## src/design/zone_range_to_point_core_macros.svh

```systemverilog
// ----------------------------------------------------------------------------
// zone_range_to_point_core assertion macros
// Shared concurrent assertion forms, reset-qualified, reporting by $error.
// ----------------------------------------------------------------------------
`ifndef ZONE_RANGE_TO_POINT_CORE_MACROS_SVH
`define ZONE_RANGE_TO_POINT_CORE_MACROS_SVH

// Consequent must hold in the same cycle as the antecedent
`define ZRP_ASSERT_NOW(lbl, ck, rn, ante, cons, msg) \
  lbl: assert property (@(posedge ck) disable iff (!rn) (ante) |-> (cons)) \
    else $error(msg);

// Consequent must hold in the cycle after the antecedent
`define ZRP_ASSERT_NEXT(lbl, ck, rn, ante, cons, msg) \
  lbl: assert property (@(posedge ck) disable iff (!rn) (ante) |=> (cons)) \
    else $error(msg);

`endif

```

## src/design/zrp_pkg.sv

```systemverilog
// ----------------------------------------------------------------------------
// zrp_pkg
// Shared widths, register indexes, word types and the CORDIC arctangent table.
// ----------------------------------------------------------------------------
package zrp_pkg;

  localparam int unsigned FOV_W      = 16;
  localparam int unsigned CNT_CFG_W  = 5;
  localparam int unsigned RANGE_W    = 16;
  localparam int unsigned ANGLE_W    = 16;
  localparam int unsigned COORD_W    = 32;
  localparam int unsigned CFG_IDX_W  = 2;
  localparam int unsigned CFG_DATA_W = 16;

  // Configuration register indexes
  localparam logic [CFG_IDX_W-1:0] REG_HFOV    = 2'd0;
  localparam logic [CFG_IDX_W-1:0] REG_VFOV    = 2'd1;
  localparam logic [CFG_IDX_W-1:0] REG_COLUMNS = 2'd2;
  localparam logic [CFG_IDX_W-1:0] REG_ROWS    = 2'd3;

  // Angle magnitude clamp, just below pi/2 in Q2.14
  localparam logic [ANGLE_W-1:0] ANGLE_LIMIT = 16'd25735;
  // CORDIC start vector length, Q2.30 scale / 2
  localparam logic signed [31:0] CORDIC_START = 32'sd536870912;

  typedef struct packed {
    logic [FOV_W-1:0]     fov_h;
    logic [FOV_W-1:0]     fov_v;
    logic [CNT_CFG_W-1:0] columns;
    logic [CNT_CFG_W-1:0] rows;
  } zrp_cfg_t;

  // Classified word passed from front to back
  typedef struct packed {
    logic [RANGE_W-1:0]        range_sample;
    logic signed [ANGLE_W-1:0] col_angle;
    logic signed [ANGLE_W-1:0] row_angle;
    logic                      frame_end;
  } zrp_item_t;

  // atan(2^-k) in Q2.30
  function automatic logic [31:0] atan_q30(input logic [4:0] k);
    logic [31:0] v;
    unique case (k)
      5'd0:  v = 32'h3243F6A8;
      5'd1:  v = 32'h1DAC6705;
      5'd2:  v = 32'h0FADBAFC;
      5'd3:  v = 32'h07F56EA6;
      5'd4:  v = 32'h03FEAB76;
      5'd5:  v = 32'h01FFD55B;
      5'd6:  v = 32'h00FFFAAA;
      5'd7:  v = 32'h007FFF55;
      5'd8:  v = 32'h003FFFEA;
      5'd9:  v = 32'h001FFFFD;
      5'd10: v = 32'h000FFFFF;
      5'd11: v = 32'h0007FFFF;
      5'd12: v = 32'h0003FFFF;
      5'd13: v = 32'h0001FFFF;
      5'd14: v = 32'h0000FFFF;
      5'd15: v = 32'h00007FFF;
      5'd16: v = 32'h00003FFF;
      5'd17: v = 32'h00001FFF;
      5'd18: v = 32'h00000FFF;
      5'd19: v = 32'h000007FF;
      5'd20: v = 32'h000003FF;
      5'd21: v = 32'h000001FF;
      5'd22: v = 32'h000000FF;
      5'd23: v = 32'h0000007F;
      5'd24: v = 32'h0000003F;
      5'd25: v = 32'h0000001F;
      5'd26: v = 32'h0000000F;
      5'd27: v = 32'h00000007;
      5'd28: v = 32'h00000003;
      5'd29: v = 32'h00000001;
      5'd30: v = 32'h00000000;
      5'd31: v = 32'h00000000;
    endcase
    return v;
  endfunction

endpackage

```

## src/design/zrp_udiv.sv

```systemverilog
// ----------------------------------------------------------------------------
// zrp_udiv
// Restoring unsigned divider, one quotient bit per cycle, done pulse at end.
// ----------------------------------------------------------------------------
module zrp_udiv #(
  parameter int unsigned NUM_W = 47,
  parameter int unsigned DEN_W = 31
) (
  input  logic             clk,
  input  logic             rst_n,
  input  logic             start,
  input  logic [NUM_W-1:0] dividend,
  input  logic [DEN_W-1:0] divisor,
  output logic             done,
  output logic [NUM_W-1:0] quotient
);

  localparam int unsigned CNT_W = $clog2(NUM_W + 1);

  logic [NUM_W-1:0] quo_r, quo_nxt;
  logic [DEN_W-1:0] rem_r, rem_nxt;
  logic [DEN_W-1:0] den_r;
  logic [CNT_W-1:0] cnt_r, cnt_nxt;
  logic             busy_r, busy_nxt;
  logic             done_r, done_nxt;
  logic [DEN_W:0]   trial;
  logic             fits;

  // Shift in the next dividend bit and try a subtract
  always_comb begin
    trial    = {rem_r, quo_r[NUM_W-1]};
    fits     = (trial >= {1'b0, den_r});
    quo_nxt  = quo_r;
    rem_nxt  = rem_r;
    cnt_nxt  = cnt_r;
    busy_nxt = busy_r;
    done_nxt = 1'b0;
    if (start) begin
      quo_nxt  = dividend;
      rem_nxt  = '0;
      cnt_nxt  = CNT_W'(NUM_W);
      busy_nxt = 1'b1;
    end else if (busy_r) begin
      rem_nxt = fits ? DEN_W'(trial - {1'b0, den_r}) : trial[DEN_W-1:0];
      quo_nxt = {quo_r[NUM_W-2:0], fits};
      cnt_nxt = cnt_r - 1'b1;
      if (cnt_r == CNT_W'(1)) begin
        busy_nxt = 1'b0;
        done_nxt = 1'b1;
      end
    end
  end

  always_ff @(posedge clk) begin
    if (!rst_n) begin
      busy_r <= 1'b0;
      done_r <= 1'b0;
      cnt_r  <= '0;
    end else begin
      busy_r <= busy_nxt;
      done_r <= done_nxt;
      cnt_r  <= cnt_nxt;
    end
  end

  // Datapath, no reset
  always_ff @(posedge clk) begin
    quo_r <= quo_nxt;
    rem_r <= rem_nxt;
    if (start) begin
      den_r <= divisor;
    end
  end

  assign done     = done_r;
  assign quotient = quo_r;

endmodule

```

## src/design/zrp_front.sv

```systemverilog
// ----------------------------------------------------------------------------
// zrp_front
// Accepts range words, tracks the zone counters and works out both zone
// angles with two iterative dividers before queueing the word.
// ----------------------------------------------------------------------------
module zrp_front #(
  parameter int unsigned MAX_SIDE = 16
) (
  input  logic                         clk,
  input  logic                         rst_n,
  input  zrp_pkg::zrp_cfg_t            cfg,
  input  logic                         in_valid,
  output logic                         in_ready,
  input  logic [zrp_pkg::RANGE_W-1:0]  in_range_sample,
  output logic                         q_push,
  output zrp_pkg::zrp_item_t           q_push_item,
  input  logic                         q_full
);

  localparam int unsigned IDX_W  = (MAX_SIDE > 1) ? $clog2(MAX_SIDE) : 1;
  localparam int unsigned CNT_W  = $clog2(MAX_SIDE + 1);
  localparam int unsigned CMP_W  = (CNT_W > zrp_pkg::CNT_CFG_W) ? CNT_W : zrp_pkg::CNT_CFG_W;
  localparam int unsigned PROD_W = CNT_W + zrp_pkg::FOV_W;
  localparam int unsigned DEN_W  = CNT_W + 1;

  typedef enum logic [1:0] {F_IDLE, F_START, F_DIV, F_PUSH} state_t;

  state_t             state_r, state_nxt;
  logic [IDX_W-1:0]   col_idx_r, col_idx_nxt;
  logic [IDX_W-1:0]   row_idx_r, row_idx_nxt;
  zrp_pkg::zrp_item_t item_r, item_nxt;
  logic [PROD_W-1:0]  col_prod_r, col_prod_nxt, row_prod_r, row_prod_nxt;
  logic [DEN_W-1:0]   col_den_r, col_den_nxt, row_den_r, row_den_nxt;
  logic               col_neg_r, col_neg_nxt, row_neg_r, row_neg_nxt;

  logic [CNT_W-1:0]   n_col, n_row;
  logic [CNT_W:0]     col_off, row_off;
  logic               last_col, last_row;
  logic               div_start;
  logic               col_done, row_done;
  logic [PROD_W-1:0]  col_quo, row_quo;

  // Zero counts as one, large counts saturate
  function automatic logic [CNT_W-1:0] eff_count(input logic [zrp_pkg::CNT_CFG_W-1:0] v);
    logic [CMP_W-1:0] w;
    w = CMP_W'(v);
    if (w == '0) begin
      return CNT_W'(1);
    end else if (w > CMP_W'(MAX_SIDE)) begin
      return CNT_W'(MAX_SIDE);
    end
    return CNT_W'(w);
  endfunction

  // Sign and magnitude of 2i-n+1, index clamped to the last zone
  function automatic logic [CNT_W:0] zone_offset(input logic [IDX_W-1:0] idx,
                                                 input logic [CNT_W-1:0] n);
    logic [CMP_W-1:0]        lim;
    logic [CNT_W-1:0]        e;
    logic signed [CNT_W+1:0] off;
    logic [CNT_W+1:0]        mag;
    lim = CMP_W'(n) - CMP_W'(1);
    e   = (CMP_W'(idx) >= lim) ? CNT_W'(lim) : CNT_W'(idx);
    off = $signed({1'b0, e, 1'b0}) - $signed({2'b00, n}) + $signed((CNT_W+2)'(1));
    mag = off[CNT_W+1] ? (~off + 1'b1) : off;
    return {off[CNT_W+1], mag[CNT_W-1:0]};
  endfunction

  // Clamp the quotient and put the sign back
  function automatic logic signed [zrp_pkg::ANGLE_W-1:0] make_angle(
      input logic [PROD_W-1:0] q, input logic neg);
    logic [zrp_pkg::ANGLE_W-1:0] m;
    m = (q > PROD_W'(zrp_pkg::ANGLE_LIMIT)) ? zrp_pkg::ANGLE_LIMIT : q[zrp_pkg::ANGLE_W-1:0];
    return neg ? -$signed(m) : $signed(m);
  endfunction

  // Classify the current zone
  assign n_col    = eff_count(cfg.columns);
  assign n_row    = eff_count(cfg.rows);
  assign col_off  = zone_offset(col_idx_r, n_col);
  assign row_off  = zone_offset(row_idx_r, n_row);
  assign last_col = (CMP_W'(col_idx_r) >= (CMP_W'(n_col) - CMP_W'(1)));
  assign last_row = (CMP_W'(row_idx_r) >= (CMP_W'(n_row) - CMP_W'(1)));

  always_comb begin
    state_nxt    = state_r;
    col_idx_nxt  = col_idx_r;
    row_idx_nxt  = row_idx_r;
    item_nxt     = item_r;
    col_prod_nxt = col_prod_r;
    row_prod_nxt = row_prod_r;
    col_den_nxt  = col_den_r;
    row_den_nxt  = row_den_r;
    col_neg_nxt  = col_neg_r;
    row_neg_nxt  = row_neg_r;
    in_ready     = (state_r == F_IDLE);
    div_start    = (state_r == F_START);
    q_push       = 1'b0;
    unique case (state_r)
      F_IDLE: begin
        if (in_valid) begin
          item_nxt.range_sample = in_range_sample;
          item_nxt.frame_end    = last_col && last_row;
          col_neg_nxt  = col_off[CNT_W];
          row_neg_nxt  = row_off[CNT_W];
          col_prod_nxt = PROD_W'(col_off[CNT_W-1:0]) * PROD_W'(cfg.fov_h);
          row_prod_nxt = PROD_W'(row_off[CNT_W-1:0]) * PROD_W'(cfg.fov_v);
          col_den_nxt  = {n_col, 1'b0};
          row_den_nxt  = {n_row, 1'b0};
          // Advance the zone counters: columns wrap at each row end, rows at the frame end
          if (last_col) begin
            col_idx_nxt = '0;
            if (last_row) begin
              row_idx_nxt = '0;
            end else begin
              row_idx_nxt = row_idx_r + 1'b1;
            end
          end else begin
            col_idx_nxt = col_idx_r + 1'b1;
          end
          state_nxt = F_START;
        end
      end
      F_START: begin
        state_nxt = F_DIV;
      end
      F_DIV: begin
        if (col_done && row_done) begin
          item_nxt.col_angle = make_angle(col_quo, col_neg_r);
          item_nxt.row_angle = make_angle(row_quo, row_neg_r);
          state_nxt = F_PUSH;
        end
      end
      F_PUSH: begin
        q_push = !q_full;
        if (!q_full) begin
          state_nxt = F_IDLE;
        end
      end
    endcase
  end

  always_ff @(posedge clk) begin
    if (!rst_n) begin
      state_r   <= F_IDLE;
      col_idx_r <= '0;
      row_idx_r <= '0;
    end else begin
      state_r   <= state_nxt;
      col_idx_r <= col_idx_nxt;
      row_idx_r <= row_idx_nxt;
    end
  end

  // Word payload, no reset
  always_ff @(posedge clk) begin
    item_r     <= item_nxt;
    col_prod_r <= col_prod_nxt;
    row_prod_r <= row_prod_nxt;
    col_den_r  <= col_den_nxt;
    row_den_r  <= row_den_nxt;
    col_neg_r  <= col_neg_nxt;
    row_neg_r  <= row_neg_nxt;
  end

  zrp_udiv #(
    .NUM_W (PROD_W),
    .DEN_W (DEN_W)
  ) u_col_div (
    .clk      (clk),
    .rst_n    (rst_n),
    .start    (div_start),
    .dividend (col_prod_r),
    .divisor  (col_den_r),
    .done     (col_done),
    .quotient (col_quo)
  );

  zrp_udiv #(
    .NUM_W (PROD_W),
    .DEN_W (DEN_W)
  ) u_row_div (
    .clk      (clk),
    .rst_n    (rst_n),
    .start    (div_start),
    .dividend (row_prod_r),
    .divisor  (row_den_r),
    .done     (row_done),
    .quotient (row_quo)
  );

  assign q_push_item = item_r;

endmodule

```

## config.mk

```make
export PLATFORM = sky130hd
export DESIGN_NAME = zrp_front
export DESIGN_NICKNAME = d
export VERILOG_FILES = /design/src/design/zone_range_to_point_core_macros.svh /design/src/design/zrp_pkg.sv /design/src/design/zrp_udiv.sv /design/src/design/zrp_front.sv
export SDC_FILE = /design/constraint.sdc
export NUM_CORES = 1
export LEC_CHECK = 0
export ABC_AREA = 1
export ABC_CLOCK_PERIOD_IN_PS = 10400
export BUFFER_PORTS_ARGS = -buffer_cell sky130_fd_sc_hd__buf_2
export CORE_ASPECT_RATIO = 0.7
export CORE_UTILIZATION = 60
export CTS_BUF_LIST = sky130_fd_sc_hd__clkbuf_2
export DETAILED_ROUTE_END_ITERATION = 7
export PLACE_DENSITY = 0.8
export SYNTH_ARGS = -nofsm -noshare
export SYNTH_HDL_FRONTEND = slang
export SYNTH_SLANG_ARGS = --single-unit
```

## constraint.sdc

```tcl
create_clock -name clk -period 10.4 [get_ports clk]
set_input_delay 0.52 -clock clk [delete_from_list [all_inputs] [get_ports clk]]
set_output_delay 0.52 -clock clk [all_outputs]
set_load 0.05 [all_outputs]
```

==> results of run 1 <==
-- placed cells by master, fill, tap and decap left out, drive strengths merged, types with 6 or more instances in the layout --
master	instances
clkbuf	17
nor2	191
o211ai	8
a21oi	65
nand4	13
inv	293
nand3	61
xor2	60
nor3	11
o21ai	105
buf	120
ha	108
fa	88
xnor2	12
dfxtp	36
o22ai	6
o31ai	6
clkinv	9
nand2	291
edfxtp	155
dlygate4sd3	17
-- worst reg2reg max path: cells and delay by family, from the launching register on --
| family | cells | cell delay, ps |
|---|---|---|
| AO/OA/AOI/OAI | 9 | 1470 |
| XOR/XNOR | 1 | 150 |
| adder cells (fa/ha/maj) | 8 | 3070 |
| buffers and inverters | 5 | 610 |
| flip-flops | 1 | 450 |
| AND/OR/NAND/NOR | 12 | 1300 |
-- cells by family (layout without fill, tap and decap cells) --
family / Yosys count / count (layout) / share of synthesized area, %
fa+ha+maj: 196 / 196 / 22.2
other cells: 1 / 2 / 0.0267
simple gates: 582 / 582 / 17.8
buf+inv: 319 / 458 / 8.67
flops: 191 / 191 / 38.3
xor+xnor: 72 / 72 / 4.49
compound gates: 212 / 212 / 8.50
-- stage by stage --
step                instance area, um2  utilization (%)  std cells  setup WS, ps  hold WS (ps)
floorplan                        14000                -       1574          2320           400
global placement                 14900             65.5       1976          1660           401
detailed placement               14900             65.5       1976          1330           405
CTS                              15400             67.4       2025          2200          49.3
global route                     15400             67.4       2025          1470          50.8
finish                           15400             67.4       2025          2040           128
-- worst paths after layout --
check / startpoint / to / slack, ps
worst max-delay path: cfg[7] / col_prod_r[17] / 2040
worst min-delay path: in_valid / col_idx_r[1] / 130
worst max register to register: col_idx_r[0] / col_prod_r[17] / 3160
worst min register to register: row_den_r[5] / u_row_div.den_r[5] / 430
-- metal layers --
layer / GRT usage (%) / vias to the layer above
met4: 3.60 / 0
met2: 37.2 / 397
met1: 38.9 / 5034
li1: - / 5319
met3: 5.83 / 13
met5: 0 / -
-- sequential cells by signal (all words and copies together), names as in the netlist, 4 cells and up --
name and cells:
u_row_div.cnt_r 5, row_den_r 5, u_row_div.rem_r 6, row_idx_r 4
u_col_div.cnt_r 5, u_col_div.den_r 5, row_prod_r 21, u_row_div.den_r 5
q_push_item 49, col_den_r 5, col_idx_r 4, u_col_div.rem_r 6
u_col_div.quotient 21, col_prod_r 21, u_row_div.quotient 21
-- repair_timing --
| action | 4_1_cts | 5_1_grt |
|---|---|---|
| hold endpoints to repair | 18 | 0 |
| hold buffers | 17 | 0 |
| buffers inserted | 0 | 0 |
-- Yosys cell counts (3+ instances only) --
cell	instances	area, um2
inv_1	283	1060
nand2_1	281	1050
nor2_1	183	687
edfxtp_1	155	4650
ha_1	108	1350
fa_1	88	1760
o21ai_0	86	430
a21oi_1	63	315
xor2_1	60	526
nand3_1	57	285
dfxtp_1	36	721
clkbuf_1	15	56.3
o21ai_1	15	75.1
buf_2	12	60.1
xnor2_1	12	105
nand4_1	11	68.8
nor3_1	9	45.0
nand2_2	7	43.8
o211ai_1	7	52.6
o22ai_1	6	37.5
o31ai_1	6	45.0
and2_1	5	31.3
inv_2	5	18.8
o21a_1	5	37.5
nor2_2	4	25.0
o21ai_2	4	35.0
or2_2	4	25.0
a31oi_1	3	18.8
nand3_2	3	30.0
nand3b_1	3	22.5
nor2_4	3	33.8
-- final cells by class --
class	instances	area [um2]	area share, %
multi-input combinational	1064	7450	48.5
sequential	191	5380	35.0
inverter	289	1080	7.07
timing repair buffer	137	791	5.15
tap	312	390	2.54
clock inverter	15	174	1.13
clock buffer	17	85.1	0.554
==> flow_metrics.tcl, run 1 <==
set metrics [dict create \
    status "completed" \
    max-clock-path-buffers 2 \
    htree_levels 4 \
    whs_path_depth 4 \
    drive_gt1_share_pct 11.5 \
    cts_num_sinks 191 \
    synth-seq-cells 191 \
    io_pins 113 \
    wl_met2_um 12000 \
    detail-route-antenna-nets 0 \
    setup_viol 0 \
    required_ps 10940 \
    ys_warn_count 0 \
    tightest_slew_ps 1090 \
    cpPeakStageDelay_ps 560 \
    antenna_found_initial 0 \
    design.die.area_um2 24000 \
    drt-pass1-iter-count 5 \
    async_reset_ff_share_pct 0 \
    die_h_um 130 \
    grt_usage_pct 25.3 \
    cap_violations 0 \
    worstSetupPathDepth 42 \
    num_antenna_cells 0 \
    rsz0062_at_grt "no" \
    syn_area_per_cell_um2 8.92 \
    die_w_um 185 \
    grt_pass1_wl_um 48400 \
    crit_top_cell "nand2_1" \
    max_freq_mhz 120 \
    area_growth_pct 9.39 \
    layout_min_cycle_time_ps 8360 \
    postSynthCellCount 1573 \
    worstPathMaxFanout 14 \
    crit_arrival_ps 8900 \
    hold_path.class "in2reg" \
    drt-initial-drc-count 1118 \
    via_per_inst 5.32 \
    hpwlAfterDp_um 22500 \
    synth_edf_count 155 \
    crit_type "in2reg" \
    wirelength_um 28900 \
    relSlewSlack_pct 27.3 \
    cts_tree "built" \
    worst-path-buf-inv 7 \
    met1_length_um 14300 \
    maxSlewViolCount 0 \
    grt_pass1_vias 10124 \
    cp-end-kind "flip-flop" \
    wl_per_cell_um 14.3 \
    cts_buffers 17 \
    drcViolationCount 0 \
    core_um2 22800 \
    ys_seq_area_share_pct 38.3 \
    path_delay_family "adder cells" \
    startpoint_type "input pin" \
    synth_cell_type_count 55 \
    via_count 10763 \
    critPathSlowestCell "fa_1" \
    syn_area_um2 14000 \
    grt_max_degree 98 \
    finalHoldViolCount 0 \
    fin_nets 1958 \
    initial_core_util_pct 61.6 \
    reg2regPathDepth 35 \
    num_rows 46 \
    clk_latency_ps 770 \
    gp_congestion 0.945 \
    top_layer_used "met4" \
    overflow 0 \
    period_share_pct 80.4 \
    fillCellCount 1822 \
    skew_ps 54.6 \
    io_buffer_count 112 \
    fin_tns_setup_ps 0 \
    ys.flop_type "edfxtp_1" \
    path_clk_slew_ps 290 \
    ctsResizeCount 0 \
    cts_root_buffer "clkbuf_2" \
    met3_length_um 2520 \
]
Power of run 1 is not shown: default switching activity piles up to over one toggle a cycle in this logic, so the estimate is an artifact.
==> run 2, diff against run 1 <==
--- a/config.mk
+++ b/config.mk
@@ -6,7 +6,7 @@
 export NUM_CORES = 1
 export LEC_CHECK = 0
 export ABC_AREA = 1
-export ABC_CLOCK_PERIOD_IN_PS = 10400
+export ABC_CLOCK_PERIOD_IN_PS = 8700
 export BUFFER_PORTS_ARGS = -buffer_cell sky130_fd_sc_hd__buf_2
 export CORE_ASPECT_RATIO = 0.7
 export CORE_UTILIZATION = 60
==> constraint.sdc (replaced) <==
create_clock -name clk -period 8.7 [get_ports clk]
set_input_delay 0.435 -clock clk [delete_from_list [all_inputs] [get_ports clk]]
set_output_delay 0.435 -clock clk [all_outputs]
set_load 0.05 [all_outputs]
==> flow_metrics.tcl, run 2 (same netlist as run 1, synthesis figures left out) <==
set metrics [dict create \
    initial_core_util_pct 61.6 \
    io_buffer_count 112 \
    via_count 10810 \
    wl_per_cell_um 14.3 \
    hpwlAfterDp_um 22500 \
    final_common_cell "inv_1" \
    rsz0062_at_grt "no" \
    largest_reg_flops 49 \
    cts_num_sinks 191 \
    crit_path_start "cfg[7]" \
    cpPeakStageDelay_ps 560 \
    grt_max_degree 97 \
    drcViolationCount 0 \
    hold_path.class "in2reg" \
    detail-route-antenna-nets 0 \
    max-clock-path-buffers 2 \
    drt-pass1-iter-count 8 \
    via_per_inst 5.31 \
    cts_hold_buf 23 \
    grt_pass1_wl_um 47900 \
    maxSlewViolCount 0 \
    fin_tns_setup_ps 0 \
    tightest_slew_ps 1100 \
    path_clk_slew_ps 280 \
    die_w_um 185 \
    post-cts-setup-buffers 0 \
    antenna_found_initial 0 \
    startpoint_type "input pin" \
    clk_latency_ps 800 \
    max_freq_mhz 125 \
    r2r-end "col_prod_r[18]" \
    cp-end-kind "flip-flop" \
    io_pins 113 \
    setup_viol 0 \
    htree_levels 4 \
    fin_nets 1968 \
    min_to "row_den_r[4]" \
    mostFrequentLayoutCells "inv_1, nand2_1, nor2_1" \
    grt_usage_pct 25.2 \
    cts_buffers 17 \
    skew_ps 53.4 \
    num_antenna_cells 0 \
    period_share_pct 92.3 \
    worstPathMaxFanout 14 \
    design.die.area_um2 24000 \
    crit_arrival_ps 8600 \
    core_um2 22800 \
    die_h_um 130 \
    relSlewSlack_pct 26.4 \
    status "completed" \
    critPathSlowestCell "fa_1" \
    layout_min_cycle_time_ps 8030 \
    cts_tree "built" \
    whs_path_depth 3 \
    cts_root_buffer "clkbuf_2" \
    r2r_slack_ps 1570 \
    grt_pass1_vias 10039 \
    reg2regPathDepth 32 \
    area_growth_pct 10.1 \
    overflow 0 \
    min_from "cfg[3]" \
    regToRegStartpoint "col_idx_r[0]" \
    required_ps 9270 \
    wirelength_um 29100 \
    num_rows 46 \
    cap_violations 0 \
    drive_gt1_share_pct 11.7 \
    crit_type "in2reg" \
    gp_congestion 0.886 \
    drt-initial-drc-count 1025 \
    finalHoldViolCount 0 \
    ctsResizeCount 0 \
    fillCellCount 1877 \
]
[run 2: worst max path at each step]
stage | to | slack [ps] | cells past startpoint
6_report | col_prod_r[18] | 670 | 40
2_1_floorplan | col_prod_r[18] | 700 | 40
5_1_grt | col_prod_r[17] | 180 | 43
3_3_place_gp | row_prod_r[18] | 420 | 37
3_5_place_dp | row_prod_r[18] | 210 | 37
4_1_cts | col_prod_r[18] | 820 | 40
[run 2: routing by layer]
| metal | global-route usage, % | vias to the layer above | share of wire [%] |
|---|---|---|---|
| met5 | 0 | - | 0 |
| met1 | 39.3 | 5060 | 50 |
| li1 | - | 5345 | - |
| met4 | 4.13 | 0 | 0.57 |
| met2 | 37.0 | 389 | 41 |
| met3 | 4.52 | 16 | 8.1 |
[run 2: area by class of cell]
class                   count  area (um2)  area share (%)
well taps                 312         390            2.53
inverters                 289        1080            7.02
flip-flops and latches    191        5380            34.8
clock inverters            15         190            1.23
clock buffers              17        85.1           0.550
repair buffers            147         881            5.70
multi-input cells        1064        7450            48.2
[run 2: worst max-delay path, delay by kind of cell]
kind                       cells  cell delay [ps]
adders and majority gates     10             3720
and+or+nand+nor               12             1540
AOI/OAI and AO/OA              8             1320
buffers and inverters          8             1270
xor gates and xnor gates       2              310
[run 2: per-stage QoR]
step                      setup slack, ps  utilization, %  instances  area [um2]  hold slack [ps]
after global routing                  183            67.8       2035       15500             39.6
final                                 669            67.8       2035       15500             53.4
after CTS                             817            67.8       2035       15500             2.14
after floorplan                       704               -       1574       14000              400
after global placement                419            65.6       1980       15000              401
after detailed placement              209            65.6       1980       15000              407
Power of run 2 is left out for the same reason.
==> run 3, diff against run 2 <==
--- a/config.mk
+++ b/config.mk
@@ -7,7 +7,7 @@
 export LEC_CHECK = 0
 export ABC_AREA = 1
 export ABC_CLOCK_PERIOD_IN_PS = 8700
-export BUFFER_PORTS_ARGS = -buffer_cell sky130_fd_sc_hd__buf_2
+export BUFFER_PORTS_ARGS = -buffer_cell sky130_fd_sc_hd__buf_4
 export CORE_ASPECT_RATIO = 0.7
 export CORE_UTILIZATION = 60
 export CTS_BUF_LIST = sky130_fd_sc_hd__clkbuf_2
==> flow_metrics.tcl, run 3 (same netlist as run 1, synthesis figures left out) <==
set metrics [dict create \
    hpwlAfterDp_um 22900 \
    crit_top_cell "nand2_1" \
    initial_core_util_pct 61.6 \
    largest_reg_flops 49 \
    fillCellCount 1776 \
    cts_root_buffer "clkbuf_2" \
    grt_usage_pct 25.3 \
    relSlewSlack_pct 25.7 \
    via_per_inst 5.32 \
    min_to "col_den_r[3]" \
    regToRegStartpoint "row_idx_r[0]" \
    io_buffer_count 112 \
    max_freq_mhz 126 \
    wl_per_cell_um 14.3 \
    core_um2 22800 \
    io_pins 113 \
    cts_buffers 17 \
    via_count 10813 \
    drive_gt1_share_pct 11.8 \
    max-clock-path-buffers 2 \
    finalHoldViolCount 0 \
    worstPathMaxFanout 14 \
    overflow 0 \
    cp-end-kind "flip-flop" \
    cap_violations 0 \
    reg2regPathDepth 32 \
    r2r_slack_ps 1580 \
    rsz0062_at_grt "no" \
    hold_path.class "in2reg" \
    mostFrequentLayoutCells "inv_1, nand2_1, nor2_1" \
    fin_tns_setup_ps 0 \
    drt-initial-drc-count 901 \
    detail-route-antenna-nets 0 \
    fin_nets 1967 \
    ctsResizeCount 0 \
    skew_ps 54.9 \
    die_h_um 130 \
    crit_type "in2reg" \
    area_growth_pct 12.0 \
    startpoint_type "input pin" \
    r2r-end "row_prod_r[18]" \
    grt_pass1_vias 10201 \
    drt-pass1-iter-count 7 \
    cts_tree "built" \
    htree_levels 4 \
    tightest_slew_ps 1110 \
    final_common_cell "inv_1" \
    antenna_found_initial 0 \
    period_share_pct 90.9 \
    gp_congestion 0.891 \
    cpPeakStageDelay_ps 550 \
    maxSlewViolCount 0 \
    grt_max_degree 98 \
    status "completed" \
    grt_pass1_wl_um 48200 \
    num_rows 46 \
    crit_arrival_ps 8480 \
    setup_viol 0 \
    path_clk_slew_ps 290 \
    cts_num_sinks 191 \
    die_w_um 185 \
    critPathSlowestCell "fa_1" \
    num_antenna_cells 0 \
    min_from "cfg[7]" \
    post-cts-setup-buffers 0 \
    whs_path_depth 3 \
    layout_min_cycle_time_ps 7910 \
    drcViolationCount 0 \
    design.die.area_um2 24000 \
    wirelength_um 29000 \
    clk_latency_ps 770 \
    required_ps 9270 \
]
run 3: how the worst max path moves through the flow:
stage | cells after the start | start | slack, ps | endpoint
final | 43 | cfg[6] | 790 | col_prod_r[17]
after global routing | 43 | cfg[6] | 190 | col_prod_r[17]
after CTS | 43 | cfg[6] | 870 | col_prod_r[17]
after detailed placement | 38 | cfg[0] | 60 | row_prod_r[18]
after global placement | 38 | cfg[0] | 230 | row_prod_r[18]
after floorplan | 40 | cfg[7] | 700 | col_prod_r[18]
run 3: per-stage QoR:
stage / hold slack [ps] / std cells / worst slack, ps / instance area (um2) / utilization, %
2_1_floorplan: 400 / 1574 / 704 / 14000 / -
3_3_place_gp: 401 / 1982 / 228 / 15300 / 67.0
3_5_place_dp: 405 / 1982 / 58.6 / 15300 / 67.0
4_1_cts: 9.94 / 2034 / 875 / 15700 / 69.0
5_1_grt: 11.1 / 2034 / 190 / 15700 / 69.0
6_report: 73.8 / 2034 / 791 / 15700 / 69.0
run 3: layer usage:
layer | track usage (%) | wire length [um] | up-vias
met5 | 0 | 0 | -
met4 | 3.99 | 198 | 0
met3 | 4.88 | 2290 | 30
met2 | 38.6 | 12200 | 404
met1 | 38.2 | 14300 | 5049
li1 | - | - | 5330
run 3: layout make-up:
cell class / count / area [um2] / share of cell area [%]
multi-input cells: 1064 / 7450 / 47.4
flip-flops and latches: 191 / 5380 / 34.2
repair buffers: 146 / 1160 / 7.37
inverters: 289 / 1080 / 6.90
well taps: 312 / 390 / 2.48
clock inverters: 15 / 169 / 1.07
clock buffers: 17 / 85.1 / 0.541
run 3: worst max-delay path, delay by kind of cell:
family,cells,cell delay [ps]
compound gates,9,1340
xor+xnor,1,250
fa+ha+maj,10,3650
buf+inv,8,1190
simple gates,15,1610
run 3: what timing repair did:
action / CTS / global route
endpoints found under the setup margin: 0 / 0
hold buffers: 20 / 0
endpoints found under the hold margin: 30 / 0
Power of run 3 is left out for the same reason.
